## config.mk

```make
export PLATFORM = sky130hd
export DESIGN_NAME = fifo_queue_with_search
export DESIGN_NICKNAME = d
export VERILOG_FILES = /design/src/hw/rtl/fqs_pkg.sv /design/src/hw/rtl/fqs_ctrl.sv /design/src/hw/rtl/fqs_dp.sv /design/src/hw/rtl/fifo_queue_with_search.sv
export SDC_FILE = /design/constraint.sdc
export NUM_CORES = 1
export LEC_CHECK = 0
export BUFFER_PORTS_ARGS = -buffer_cell sky130_fd_sc_hd__buf_2
export CORE_MARGIN = 2
export CORE_UTILIZATION = 25
export CTS_BUF_LIST = sky130_fd_sc_hd__clkbuf_4
export CTS_CLUSTER_SIZE = 14
export DETAILED_ROUTE_END_ITERATION = 12
export GPL_TIMING_DRIVEN = 1
export SETUP_SLACK_MARGIN = 0.1
export SYNTH_ARGS = -nofsm -noshare
export SYNTH_HDL_FRONTEND = slang
export SYNTH_SLANG_ARGS = --single-unit
```

## constraint.sdc

```tcl
create_clock -name clk -period 7.1 [get_ports clk]
set_clock_uncertainty 0.2 [all_clocks]
set_input_delay 1.065 -clock clk [delete_from_list [all_inputs] [get_ports clk]]
set_output_delay 1.065 -clock clk [all_outputs]
set_load 0.005 [all_outputs]
```

## src/hw/rtl/fqs_pkg.sv

```systemverilog
`timescale 1ns / 1ps
// Shared types and constants of the FIFO queue with content search.
// Used by fqs_ctrl, fqs_dp and fifo_queue_with_search; depends on nothing.
package fqs_pkg;

    localparam int DEPTH  = 16;
    localparam int DATA_W = 32;
    localparam int ADDR_W = $clog2(DEPTH);
    localparam int CNT_W  = $clog2(DEPTH + 1);
    localparam int OUT_W  = 112;

    typedef enum logic [1:0] {
        OP_ENQ    = 2'd0,
        OP_DEQ    = 2'd1,
        OP_SEARCH = 2'd2,
        OP_STATUS = 2'd3
    } op_t;

    typedef enum logic [2:0] {
        ST_IDLE,
        ST_EXEC,
        ST_FRONT_RD,
        ST_FRONT_LD,
        ST_SEARCH_RD,
        ST_SEARCH_CMP,
        ST_DONE
    } state_t;

    // Commands from the controller to the datapath.
    typedef struct packed {
        logic accept;
        logic exec;
        logic front_rd;
        logic front_ld;
        logic srch_rd;
        logic srch_cmp;
        logic load_out;
    } cmd_t;

    // Status from the datapath to the controller.
    typedef struct packed {
        op_t  op;
        logic more_than_one;
        logic search_end;
        logic match;
    } sts_t;

endpackage

```

## src/hw/rtl/fqs_ctrl.sv

```systemverilog
`timescale 1ns / 1ps
// Controller state machine of the FIFO queue with content search.
// Depends on fqs_pkg; drives the commands of fqs_dp and the stream handshakes.
module fqs_ctrl
(
    input  logic          clk,
    input  logic          rst_n,
    input  logic          s_tvalid,
    output logic          s_tready,
    output logic          m_tvalid,
    input  logic          m_tready,
    input  fqs_pkg::sts_t sts,
    output fqs_pkg::cmd_t cmd
);

    fqs_pkg::state_t state_reg;
    fqs_pkg::state_t state_next;
    logic            out_valid_reg;
    logic            out_valid_next;
    logic            out_free;

    assign out_free = !out_valid_reg || m_tready;

    always_comb
    begin
        state_next = state_reg;
        case (state_reg)
            fqs_pkg::ST_IDLE:
            begin
                if (s_tvalid)
                begin
                    state_next = fqs_pkg::ST_EXEC;
                end
            end
            fqs_pkg::ST_EXEC:
            begin
                if (sts.op == fqs_pkg::OP_DEQ && sts.more_than_one)
                begin
                    state_next = fqs_pkg::ST_FRONT_RD;
                end
                else if (sts.op == fqs_pkg::OP_SEARCH)
                begin
                    state_next = fqs_pkg::ST_SEARCH_RD;
                end
                else
                begin
                    state_next = fqs_pkg::ST_DONE;
                end
            end
            fqs_pkg::ST_FRONT_RD:
            begin
                state_next = fqs_pkg::ST_FRONT_LD;
            end
            fqs_pkg::ST_FRONT_LD:
            begin
                state_next = fqs_pkg::ST_DONE;
            end
            fqs_pkg::ST_SEARCH_RD:
            begin
                if (sts.search_end)
                begin
                    state_next = fqs_pkg::ST_DONE;
                end
                else
                begin
                    state_next = fqs_pkg::ST_SEARCH_CMP;
                end
            end
            fqs_pkg::ST_SEARCH_CMP:
            begin
                if (sts.match)
                begin
                    state_next = fqs_pkg::ST_DONE;
                end
                else
                begin
                    state_next = fqs_pkg::ST_SEARCH_RD;
                end
            end
            fqs_pkg::ST_DONE:
            begin
                if (out_free)
                begin
                    state_next = fqs_pkg::ST_IDLE;
                end
            end
            default:
            begin
                state_next = fqs_pkg::ST_IDLE;
            end
        endcase
    end

    always_comb
    begin
        cmd      = '0;
        s_tready = 1'b0;
        case (state_reg)
            fqs_pkg::ST_IDLE:
            begin
                s_tready   = 1'b1;
                cmd.accept = s_tvalid;
            end
            fqs_pkg::ST_EXEC:
            begin
                cmd.exec = 1'b1;
            end
            fqs_pkg::ST_FRONT_RD:
            begin
                cmd.front_rd = 1'b1;
            end
            fqs_pkg::ST_FRONT_LD:
            begin
                cmd.front_ld = 1'b1;
            end
            fqs_pkg::ST_SEARCH_RD:
            begin
                cmd.srch_rd = !sts.search_end;
            end
            fqs_pkg::ST_SEARCH_CMP:
            begin
                cmd.srch_cmp = 1'b1;
            end
            fqs_pkg::ST_DONE:
            begin
                cmd.load_out = out_free;
            end
            default:
            begin
                cmd = '0;
            end
        endcase
    end

    always_comb
    begin
        if (cmd.load_out)
        begin
            out_valid_next = 1'b1;
        end
        else if (m_tready)
        begin
            out_valid_next = 1'b0;
        end
        else
        begin
            out_valid_next = out_valid_reg;
        end
    end

    assign m_tvalid = out_valid_reg;

    always_ff @(posedge clk or negedge rst_n)
    begin
        if (!rst_n)
        begin
            state_reg     <= fqs_pkg::ST_IDLE;
            out_valid_reg <= 1'b0;
        end
        else
        begin
            state_reg     <= state_next;
            out_valid_reg <= out_valid_next;
        end
    end

endmodule

```

## src/hw/rtl/fqs_dp.sv

```systemverilog
`timescale 1ns / 1ps
// Datapath of the FIFO queue with content search: ring memory, pointers,
// search counter and result register. Depends on fqs_pkg.
module fqs_dp
(
    input  logic                        clk,
    input  logic                        rst_n,
    input  logic [1:0]                  in_op,
    input  logic [fqs_pkg::DATA_W-1:0]  in_value,
    input  fqs_pkg::cmd_t               cmd,
    output fqs_pkg::sts_t               sts,
    output logic [fqs_pkg::OUT_W-1:0]   out_data
);

    logic [fqs_pkg::DATA_W-1:0] mem [fqs_pkg::DEPTH];
    logic [fqs_pkg::DATA_W-1:0] rd_data_reg;
    logic [fqs_pkg::ADDR_W-1:0] rd_addr;

    fqs_pkg::op_t               op_reg;
    logic [fqs_pkg::DATA_W-1:0] key_reg;
    logic [fqs_pkg::ADDR_W-1:0] head_reg;
    logic [fqs_pkg::ADDR_W-1:0] head_next;
    logic [fqs_pkg::ADDR_W-1:0] tail_reg;
    logic [fqs_pkg::ADDR_W-1:0] tail_next;
    logic [fqs_pkg::CNT_W-1:0]  count_reg;
    logic [fqs_pkg::CNT_W-1:0]  count_next;
    logic [fqs_pkg::DATA_W-1:0] front_reg;
    logic [fqs_pkg::DATA_W-1:0] front_next;
    logic [fqs_pkg::DATA_W-1:0] back_reg;
    logic [fqs_pkg::DATA_W-1:0] back_next;
    logic [fqs_pkg::CNT_W-1:0]  idx_reg;
    logic [fqs_pkg::CNT_W-1:0]  idx_next;
    logic [fqs_pkg::DATA_W-1:0] deq_reg;
    logic [fqs_pkg::DATA_W-1:0] deq_next;
    logic                       found_reg;
    logic                       found_next;
    logic [fqs_pkg::CNT_W-1:0]  pos_reg;
    logic [fqs_pkg::CNT_W-1:0]  pos_next;
    logic                       drop_reg;
    logic                       drop_next;
    logic [fqs_pkg::OUT_W-1:0]  out_reg;
    logic [fqs_pkg::OUT_W-1:0]  out_next;

    logic                       is_full;
    logic                       is_empty;
    logic                       do_write;

    assign is_full  = count_reg == fqs_pkg::CNT_W'(fqs_pkg::DEPTH);
    assign is_empty = count_reg == '0;
    assign do_write = cmd.exec && op_reg == fqs_pkg::OP_ENQ && !is_full;

    // The ring is walked from the head; the address wraps naturally.
    assign rd_addr = cmd.front_rd ? head_reg
                                  : head_reg + idx_reg[fqs_pkg::ADDR_W-1:0];

    // The read register only loads when the controller asks for a word.
    always_ff @(posedge clk)
    begin
        if (do_write)
        begin
            mem[tail_reg] <= key_reg;
        end
        if (cmd.front_rd || cmd.srch_rd)
        begin
            rd_data_reg <= mem[rd_addr];
        end
    end

    assign sts.op            = op_reg;
    assign sts.more_than_one = count_reg > fqs_pkg::CNT_W'(1);
    assign sts.search_end    = idx_reg == count_reg;
    assign sts.match         = rd_data_reg == key_reg;

    always_comb
    begin
        head_next  = head_reg;
        tail_next  = tail_reg;
        count_next = count_reg;
        front_next = front_reg;
        back_next  = back_reg;
        idx_next   = idx_reg;
        deq_next   = deq_reg;
        found_next = found_reg;
        pos_next   = pos_reg;
        drop_next  = drop_reg;
        out_next   = out_reg;

        if (cmd.accept)
        begin
            deq_next   = '0;
            found_next = 1'b0;
            pos_next   = '0;
            drop_next  = 1'b0;
            idx_next   = '0;
        end

        if (cmd.exec)
        begin
            case (op_reg)
                fqs_pkg::OP_ENQ:
                begin
                    if (is_full)
                    begin
                        drop_next = 1'b1;
                    end
                    else
                    begin
                        tail_next  = tail_reg + 1'b1;
                        count_next = count_reg + 1'b1;
                        back_next  = key_reg;
                        if (is_empty)
                        begin
                            front_next = key_reg;
                        end
                    end
                end
                fqs_pkg::OP_DEQ:
                begin
                    if (!is_empty)
                    begin
                        deq_next   = front_reg;
                        head_next  = head_reg + 1'b1;
                        count_next = count_reg - 1'b1;
                    end
                end
                default:
                begin
                    idx_next = '0;
                end
            endcase
        end

        if (cmd.front_ld)
        begin
            front_next = rd_data_reg;
        end

        if (cmd.srch_cmp)
        begin
            if (sts.match)
            begin
                found_next = 1'b1;
                pos_next   = idx_reg + 1'b1;
            end
            else
            begin
                idx_next = idx_reg + 1'b1;
            end
        end

        if (cmd.load_out)
        begin
            out_next = {3'b000,
                        drop_reg,
                        pos_reg,
                        found_reg,
                        is_empty,
                        count_reg,
                        is_empty ? {fqs_pkg::DATA_W{1'b0}} : back_reg,
                        is_empty ? {fqs_pkg::DATA_W{1'b0}} : front_reg,
                        deq_reg};
        end
    end

    always_ff @(posedge clk or negedge rst_n)
    begin
        if (!rst_n)
        begin
            head_reg  <= '0;
            tail_reg  <= '0;
            count_reg <= '0;
        end
        else
        begin
            head_reg  <= head_next;
            tail_reg  <= tail_next;
            count_reg <= count_next;
        end
    end

    always_ff @(posedge clk)
    begin
        if (cmd.accept)
        begin
            op_reg  <= fqs_pkg::op_t'(in_op);
            key_reg <= in_value;
        end
        front_reg <= front_next;
        back_reg  <= back_next;
        idx_reg   <= idx_next;
        deq_reg   <= deq_next;
        found_reg <= found_next;
        pos_reg   <= pos_next;
        drop_reg  <= drop_next;
        out_reg   <= out_next;
    end

    assign out_data = out_reg;

endmodule

```

## src/hw/rtl/fifo_queue_with_search.sv

```systemverilog
`timescale 1ns / 1ps
// Top level of the FIFO queue with content search.
// Depends on fqs_pkg, fqs_ctrl and fqs_dp.
//
// A 16-entry ring of signed 32-bit words that takes one request at a time:
// enqueue, dequeue, search for a key, or status only. Every request gives
// exactly one result carrying the dequeued word (0 unless a dequeue
// succeeded), the front and back words (0 when empty), the count, the empty
// flag, the search outcome (found and 1-based position from the front) and
// a dropped flag for an enqueue into a full ring. The words live in a
// single-port memory with a registered read. An enqueue, a status request,
// or a dequeue that finds the ring empty or leaves it empty needs no read
// from the memory; a dequeue that leaves one or more words reads the new
// front word back from the memory, and a search reads and compares the held
// words one at a time from the front until it finds a match or has compared
// every held word. The result sits in an output register, so the next request
// is accepted while the previous result is still waiting to be taken; only
// when a finished result finds that register still full does the block wait
// for the downstream side.
module fifo_queue_with_search
(
    input  logic                       clk,
    input  logic                       rst_n,
    input  logic                       s_tvalid,
    output logic                       s_tready,
    input  logic [31:0]                s_tdata,   // [31:0] value
    input  logic [1:0]                 s_tuser,   // [1:0] op
    output logic                       m_tvalid,
    input  logic                       m_tready,
    // [31:0] dequeued_value, [63:32] front_value, [95:64] back_value,
    // [100:96] count, [101] is_empty, [102] found, [107:103] position,
    // [108] dropped, [111:109] zero
    output logic [fqs_pkg::OUT_W-1:0]  m_tdata
);

    fqs_pkg::cmd_t cmd;
    fqs_pkg::sts_t sts;

    // The controller sequences each request and owns both handshakes.
    fqs_ctrl u_ctrl
    (
        .clk      (clk),
        .rst_n    (rst_n),
        .s_tvalid (s_tvalid),
        .s_tready (s_tready),
        .m_tvalid (m_tvalid),
        .m_tready (m_tready),
        .sts      (sts),
        .cmd      (cmd)
    );

    // The datapath holds the ring, its pointers and the result register.
    fqs_dp u_dp
    (
        .clk      (clk),
        .rst_n    (rst_n),
        .in_op    (s_tuser),
        .in_value (s_tdata),
        .cmd      (cmd),
        .sts      (sts),
        .out_data (m_tdata)
    );

endmodule

```

* Word level (Yosys, flattened, before mapping)
Memories as Yosys holds them, arrays and structs flattened. A register that Yosys moved wholly into a read port is not among the register bits.
Index checks and enable logic that the tools add are counted.
** Storage, ports and cells
- Register bits after elaboration :: 268
- RAM bits :: 512
- Input port bits :: 38
- Output and inout bits :: 114
- Logic and storage cells :: 111
- Memories :: 1
** Memory list
- u_dp.mem :: depth 16, bits a word 32, read ports 1, clocked after Yosys merged registers in 1, wr ports 1, line fqs_dp.sv:15 : logic [fqs_pkg::DATA_W-1:0] mem [fqs_pkg::DEPTH];
** Operators by class
- Add/sub/neg operators :: 6
- Order comparisons :: 1
- Equal/unequal tests :: 16
- Multiplexer cells :: 47
- Bitwise gates (word level) :: 2
- Reductions and logical operators :: 22
** Operators by type and width (count)
- two-way mux 32 bit :: 9
- two-way mux 5 bit :: 10
- equality test 32 bit :: 1
- case mux 3 bit (7 select lines) :: 1
- two-way mux 1 bit :: 19
- adder 5 x 1 -> 5 bit (second input constant) :: 2
- case mux 5 bit (2 select lines) :: 1
- nonzero test 2 bit :: 5
- equality test 3 bit (second input constant) :: 3
- two-way mux 3 bit :: 3
- adder 4 x 1 -> 4 bit (second input constant) :: 2
- inequality test 2 bit (second input constant) :: 4
- AND reduction 4 bit :: 2
- equality test 3 x 2 -> 1 bit (second input constant) :: 2
- two-way mux 2 bit :: 3
- AND reduction 3 bit :: 2
- equality test 5 bit :: 1
- equality test 5 bit (second input constant) :: 1
- > comparator 5 x 1 -> 1 bit (second input constant) :: 1
- zero test 5 bit :: 1
- subtractor 5 x 1 -> 5 bit (second input constant) :: 1
- adder 4 bit :: 1
- two-way mux 4 bit :: 1
- equality test 3 x 1 -> 1 bit (second input constant) :: 1
- 11 further kinds :: 17

* Depth between registers and ports, before layout
- Depth in word-level cells :: 7
- Mapped depth :: 11
- Depth with buffers taken out :: 8

* Hierarchy
Synthesis repeated with hierarchy kept, for this count alone.
** Second synthesis, totals
- Cells, all modules :: 1512
- Area, all modules :: 30833.3 µm²
** Modules (own cells, without submodules)
- fqs_dp :: instances 1, cells an instance 1481, area each 30555.6 µm², seq. area each 23757.8 µm²
- fqs_ctrl :: instances 1, cells an instance 31, area each 277.8 µm², seq. area each 100.1 µm²

* Worst setup path after synthesis
Ideal clock, no wire load.
- Path kind :: input to register
- Start point :: input m_tready
- End point :: register u_dp.out_reg, in the netlist u_dp.out_data[0] (enable)
- Library setup time :: 0.590 ns
- Arrival :: 6.017 ns
- Data required time :: 6.310 ns
- Setup slack :: 0.293 ns
- Stages on the path :: 2
- Path buffers :: 0
- Cell sequence :: nand2b_1 -> nor2b_1
** RTL lines
- start: declaration :: line fifo_queue_with_search.sv:29 : input logic m_tready,
- end signal: assignment :: line fqs_dp.sv:195 : out_reg <= out_next;
- end: declaration :: line fqs_dp.sv:41 : logic [fqs_pkg::OUT_W-1:0] out_reg;

* Worst setup path in the final report
- Start point :: register u_dp.head_reg[1] (netlist bit)
- End point :: register u_dp.rd_data_reg[13] (netlist bit), read port of u_dp.mem (data pin)
** On the way
- Cells in the longest elaborated chain, start to end :: 2
** Ends and longest elaborated chain
- start: declaration :: line fqs_dp.sv:21 : logic [fqs_pkg::ADDR_W-1:0] head_reg;
- start signal: assignment :: line fqs_dp.sv:175 : head_reg <= head_next;
- adder 4 bit :: line fqs_dp.sv:54 : : head_reg + idx_reg[fqs_pkg::ADDR_W-1:0];
- two-way mux 4 bit (*) :: line fqs_dp.sv:53 : assign rd_addr = cmd.front_rd ? head_reg
- end: declaration :: line fqs_dp.sv:16 : logic [fqs_pkg::DATA_W-1:0] rd_data_reg;
Mark *: on every way between the ends. The rest lies on a longest branch, timed or not.
A chain may end at the register's enable or synchronous reset.

==> impl_metrics.ini <==
[timing]
drv_slew = 0
worst_pin_slew_ps = 1120
slew_headroom_pct = 25.4
min_period_ps = 4150
timing.final.crit_share_pct = 58.5
finalHoldViolations = 0
rsz0062_at_grt = no
tns_ps = 0
setup_violations = 0
clock.fmax_ghz = 0.241

[final_layout]
fin_cells = 3901
fin_util_pct = 29.9
drive_gt1_share_pct = 26.9
final_cell_mix = edfxtp_1, mux2i_1, clkbuf_4
stdcell_area_um2 = 37500
top_register = u_dp.mem
nets = 2137
syn2layout_area_growth_pct = 18.8
layout_commonest_cell = edfxtp_1
largest_reg_flops = 512

[yosys]
synth_edf_count = 751
synth_area_leaders = edfxtp_1, mux2i_1, dfxtp_1
synth_compound_area_share_pct = 0.956
synth_area_per_cell_um2 = 18.3
synth-simple-area-share_pct = 3.59
synth_fa_ha_area_share_pct = 0.579
syn_area_um2 = 31500
yosys_most_used_dff = edfxtp_1
async_reset_ff_share_pct = 2.09
synth_cell_types = 44
synthMuxAreaShare_pct = 16.1
synth_top_family_by_area = multiplexers
yosys_warnings = 0
yosysSeqAreaShare_pct = 75.6
synth_top_area_cell = edfxtp_1
synth_seq_cells = 812
synth_xor_area_share_pct = 1.56
synth_top_area_share_pct = 71.5
synth_cells = 1721

[critical_path]
path_class = reg -> reg
crit_path_end = u_dp.rd_data_reg[13]
critPathMaxFanout = 34
crit_path_start = u_dp.head_reg[1]
cp.depth = 9
cpLargestDelayFamily = buffers and inverters
path_cells = ha_1 -> a21o_1 -> a21oi_1 -> mux2i_2 -> xnor2_4 -> buf_4 -> buf_4 -> mux4_2 -> mux2i_1
crit_path_frequent_cell = buf_4
critical-path-slowest-cell = buf_4
reg2reg_depth = 9
critical_path_buf_inv_count = 2
r2r-end = u_dp.rd_data_reg[13]
startpoint_type = flop
crit_path_end_kind = flop
reg2reg_slack_ps = 2950
required_ps = 7760
crit_arrival_ps = 4810
crit_path_max_incr_delay_ps = 670
r2r-start = u_dp.head_reg[1]

[clock_network]
clk_latency_ps = 1070
cts_tree = yes
cts_buffers = 198
clockBufferDepth = 3
htree_levels = 4
postCtsSetupRepairBufs = 0
clock_sinks = 812
clk_pin_slew_worst_paths_ps = 70
cts_root_buf = clkbuf_4

[routing]
viasPerCell = 4.16
drt-initial-drc-count = 1036
vias = 16235
wire_per_inst_um = 19.0
final_antenna_net_count = 0
wl_um = 74100
drc_errors = 0
drt_first_pass_iters = 5

[power]
p_leak_nw = 11.8
pwr-share-clk_pct = 42.8
p_switching_mw = 1.89
comb_power_share_pct = 0.4
peakVddDrop_mv = 0.133
power.internal_mw = 7.16
p_per_area_nw_per_um2 = 241
p_sw_share_pct = 20.9
p_seq_share_pct = 56.8
finalPower_mw = 9.05

[hold_path]
whs_path_depth = 3
hp-class = in -> reg

[placement]
dp_cells = 3500
dpl.hpwl_um = 44100
port_buffers = 148
placed_cell_area_um2 = 34600
gp_congestion = 0.755

[floorplanning]
die_h_um = 359
fp.dieArea_um2 = 129000
io_pins = 152
rows = 130
chipWidth_um = 359
core_um2 = 125000
floorplan.initialDensity_pct = 25.2

[global_routing]
groute.usage.overall_pct = 11.4
grt_overflow_total = 0
grt_pass1_vias = 16747
grt_max_degree = 135
grt_first_pass_wirelength_um = 109000
antenna_found_initial = 10

[run_status]
status = complete, no violations

[run]
cap_violations = 0
area by class of cell:
type                            instances  area (µm²)
Fill cell                           12328       87900
Multi-Input combinational cell        815        7340
Clock inverter                         91         551
Antenna cell                            6        15.0
Inverter                               14        52.6
Tap cell                             1650        2060
Sequential cell                       812       23900
Clock buffer                          269        2020
Timing Repair Buffer                  244        1590
logic make-up (layout without fill, tap and decap cells):
family / after synthesis / in the layout
buffers and inverters: 96 / 618
adders and majority gates: 14 / 14
and+or+nand+nor: 223 / 223
muxes: 464 / 464
DFF: 812 / 812
xor gates and xnor gates: 54 / 54
AOI/OAI and AO/OA: 57 / 57
other: 1 / 9
worst min-delay path by stage:
stage / startpoint / to / slack, ps
finish: s_tvalid / u_ctrl.state_reg[0] / 180
CTS: s_tvalid / u_ctrl.state_reg[0] / 10
detailed placement: u_dp.deq_reg[29] / u_dp.out_data[29] / 210
global placement: u_dp.pos_reg[3] / u_dp.out_data[106] / 210
floorplan: u_dp.deq_reg[0] / u_dp.out_data[0] / 210
global route: s_tvalid / u_ctrl.state_reg[0] / 80
metal layers:
metal  track usage (%)  vias up  part of all wire (%)
li1                  -     7471                     -
met2              19.0      451                    49
met1              14.2     8194                    44
met5                 0        -                 0.036
met4              3.86        4                   2.1
met3              3.19      115                   5.5
through the flow:
| step | worst slack, ps | hold slack (ps) |
|---|---|---|
| 4_1_cts | 2900 | 10.2 |
| 2_1_floorplan | 293 | 208 |
| 6_report | 2950 | 184 |
| 5_1_grt | 2710 | 77.4 |
| 3_5_place_dp | 2950 | 215 |
| 3_3_place_gp | 3020 | 214 |
power groups by stage:
stage               logic (mW)  clock network, mW  registers, mW
floorplan              0.00176                  0           5.25
global placement        0.0179                  0           5.25
detailed placement      0.0180                  0           5.25
CTS                     0.0338               4.02           5.14
global route            0.0360               4.27           5.14
finish                  0.0321               3.87           5.15
Yosys cell counts, types with 2 or more instances:
cell,instances
o21ai_1,2
nor4_1,2
nand2b_1,6
inv_1,14
buf_2,13
a21o_1,2
buf_4,26
xor2_1,10
edfxtp_1,751
o21ai_0,41
nand3b_1,4
nand3_1,5
ha_1,13
buf_6,3
nor3_1,7
mux2_2,32
buf_1,3
mux4_2,31
dfrtp_1,17
nand4_1,12
mux2i_2,2
dfxtp_1,44
and2_1,8
nor2_1,15
a21oi_1,8
xnor2_1,43
clkbuf_1,37
nor2b_1,67
mux2i_1,399
nand2_1,90
worst register-to-register path: stages, from the launching register on:
cell and delay [ps]:
dfrtp_1 450, ha_1 300, a21o_1 180, a21oi_1 210, mux2i_2 360, xnor2_4 140, buf_4 530, buf_4 710
mux4_2 710, mux2i_1 160
what timing repair did:
| action | CTS | global route |
|---|---|---|
| hold buffers | 35 | 0 |
| setup endpoints to repair | 0 | 0 |
| endpoints found under the hold margin | 51 | 0 |
| resized for setup | 0 | 0 |
Note: power is estimated with default switching activity, not from simulation.
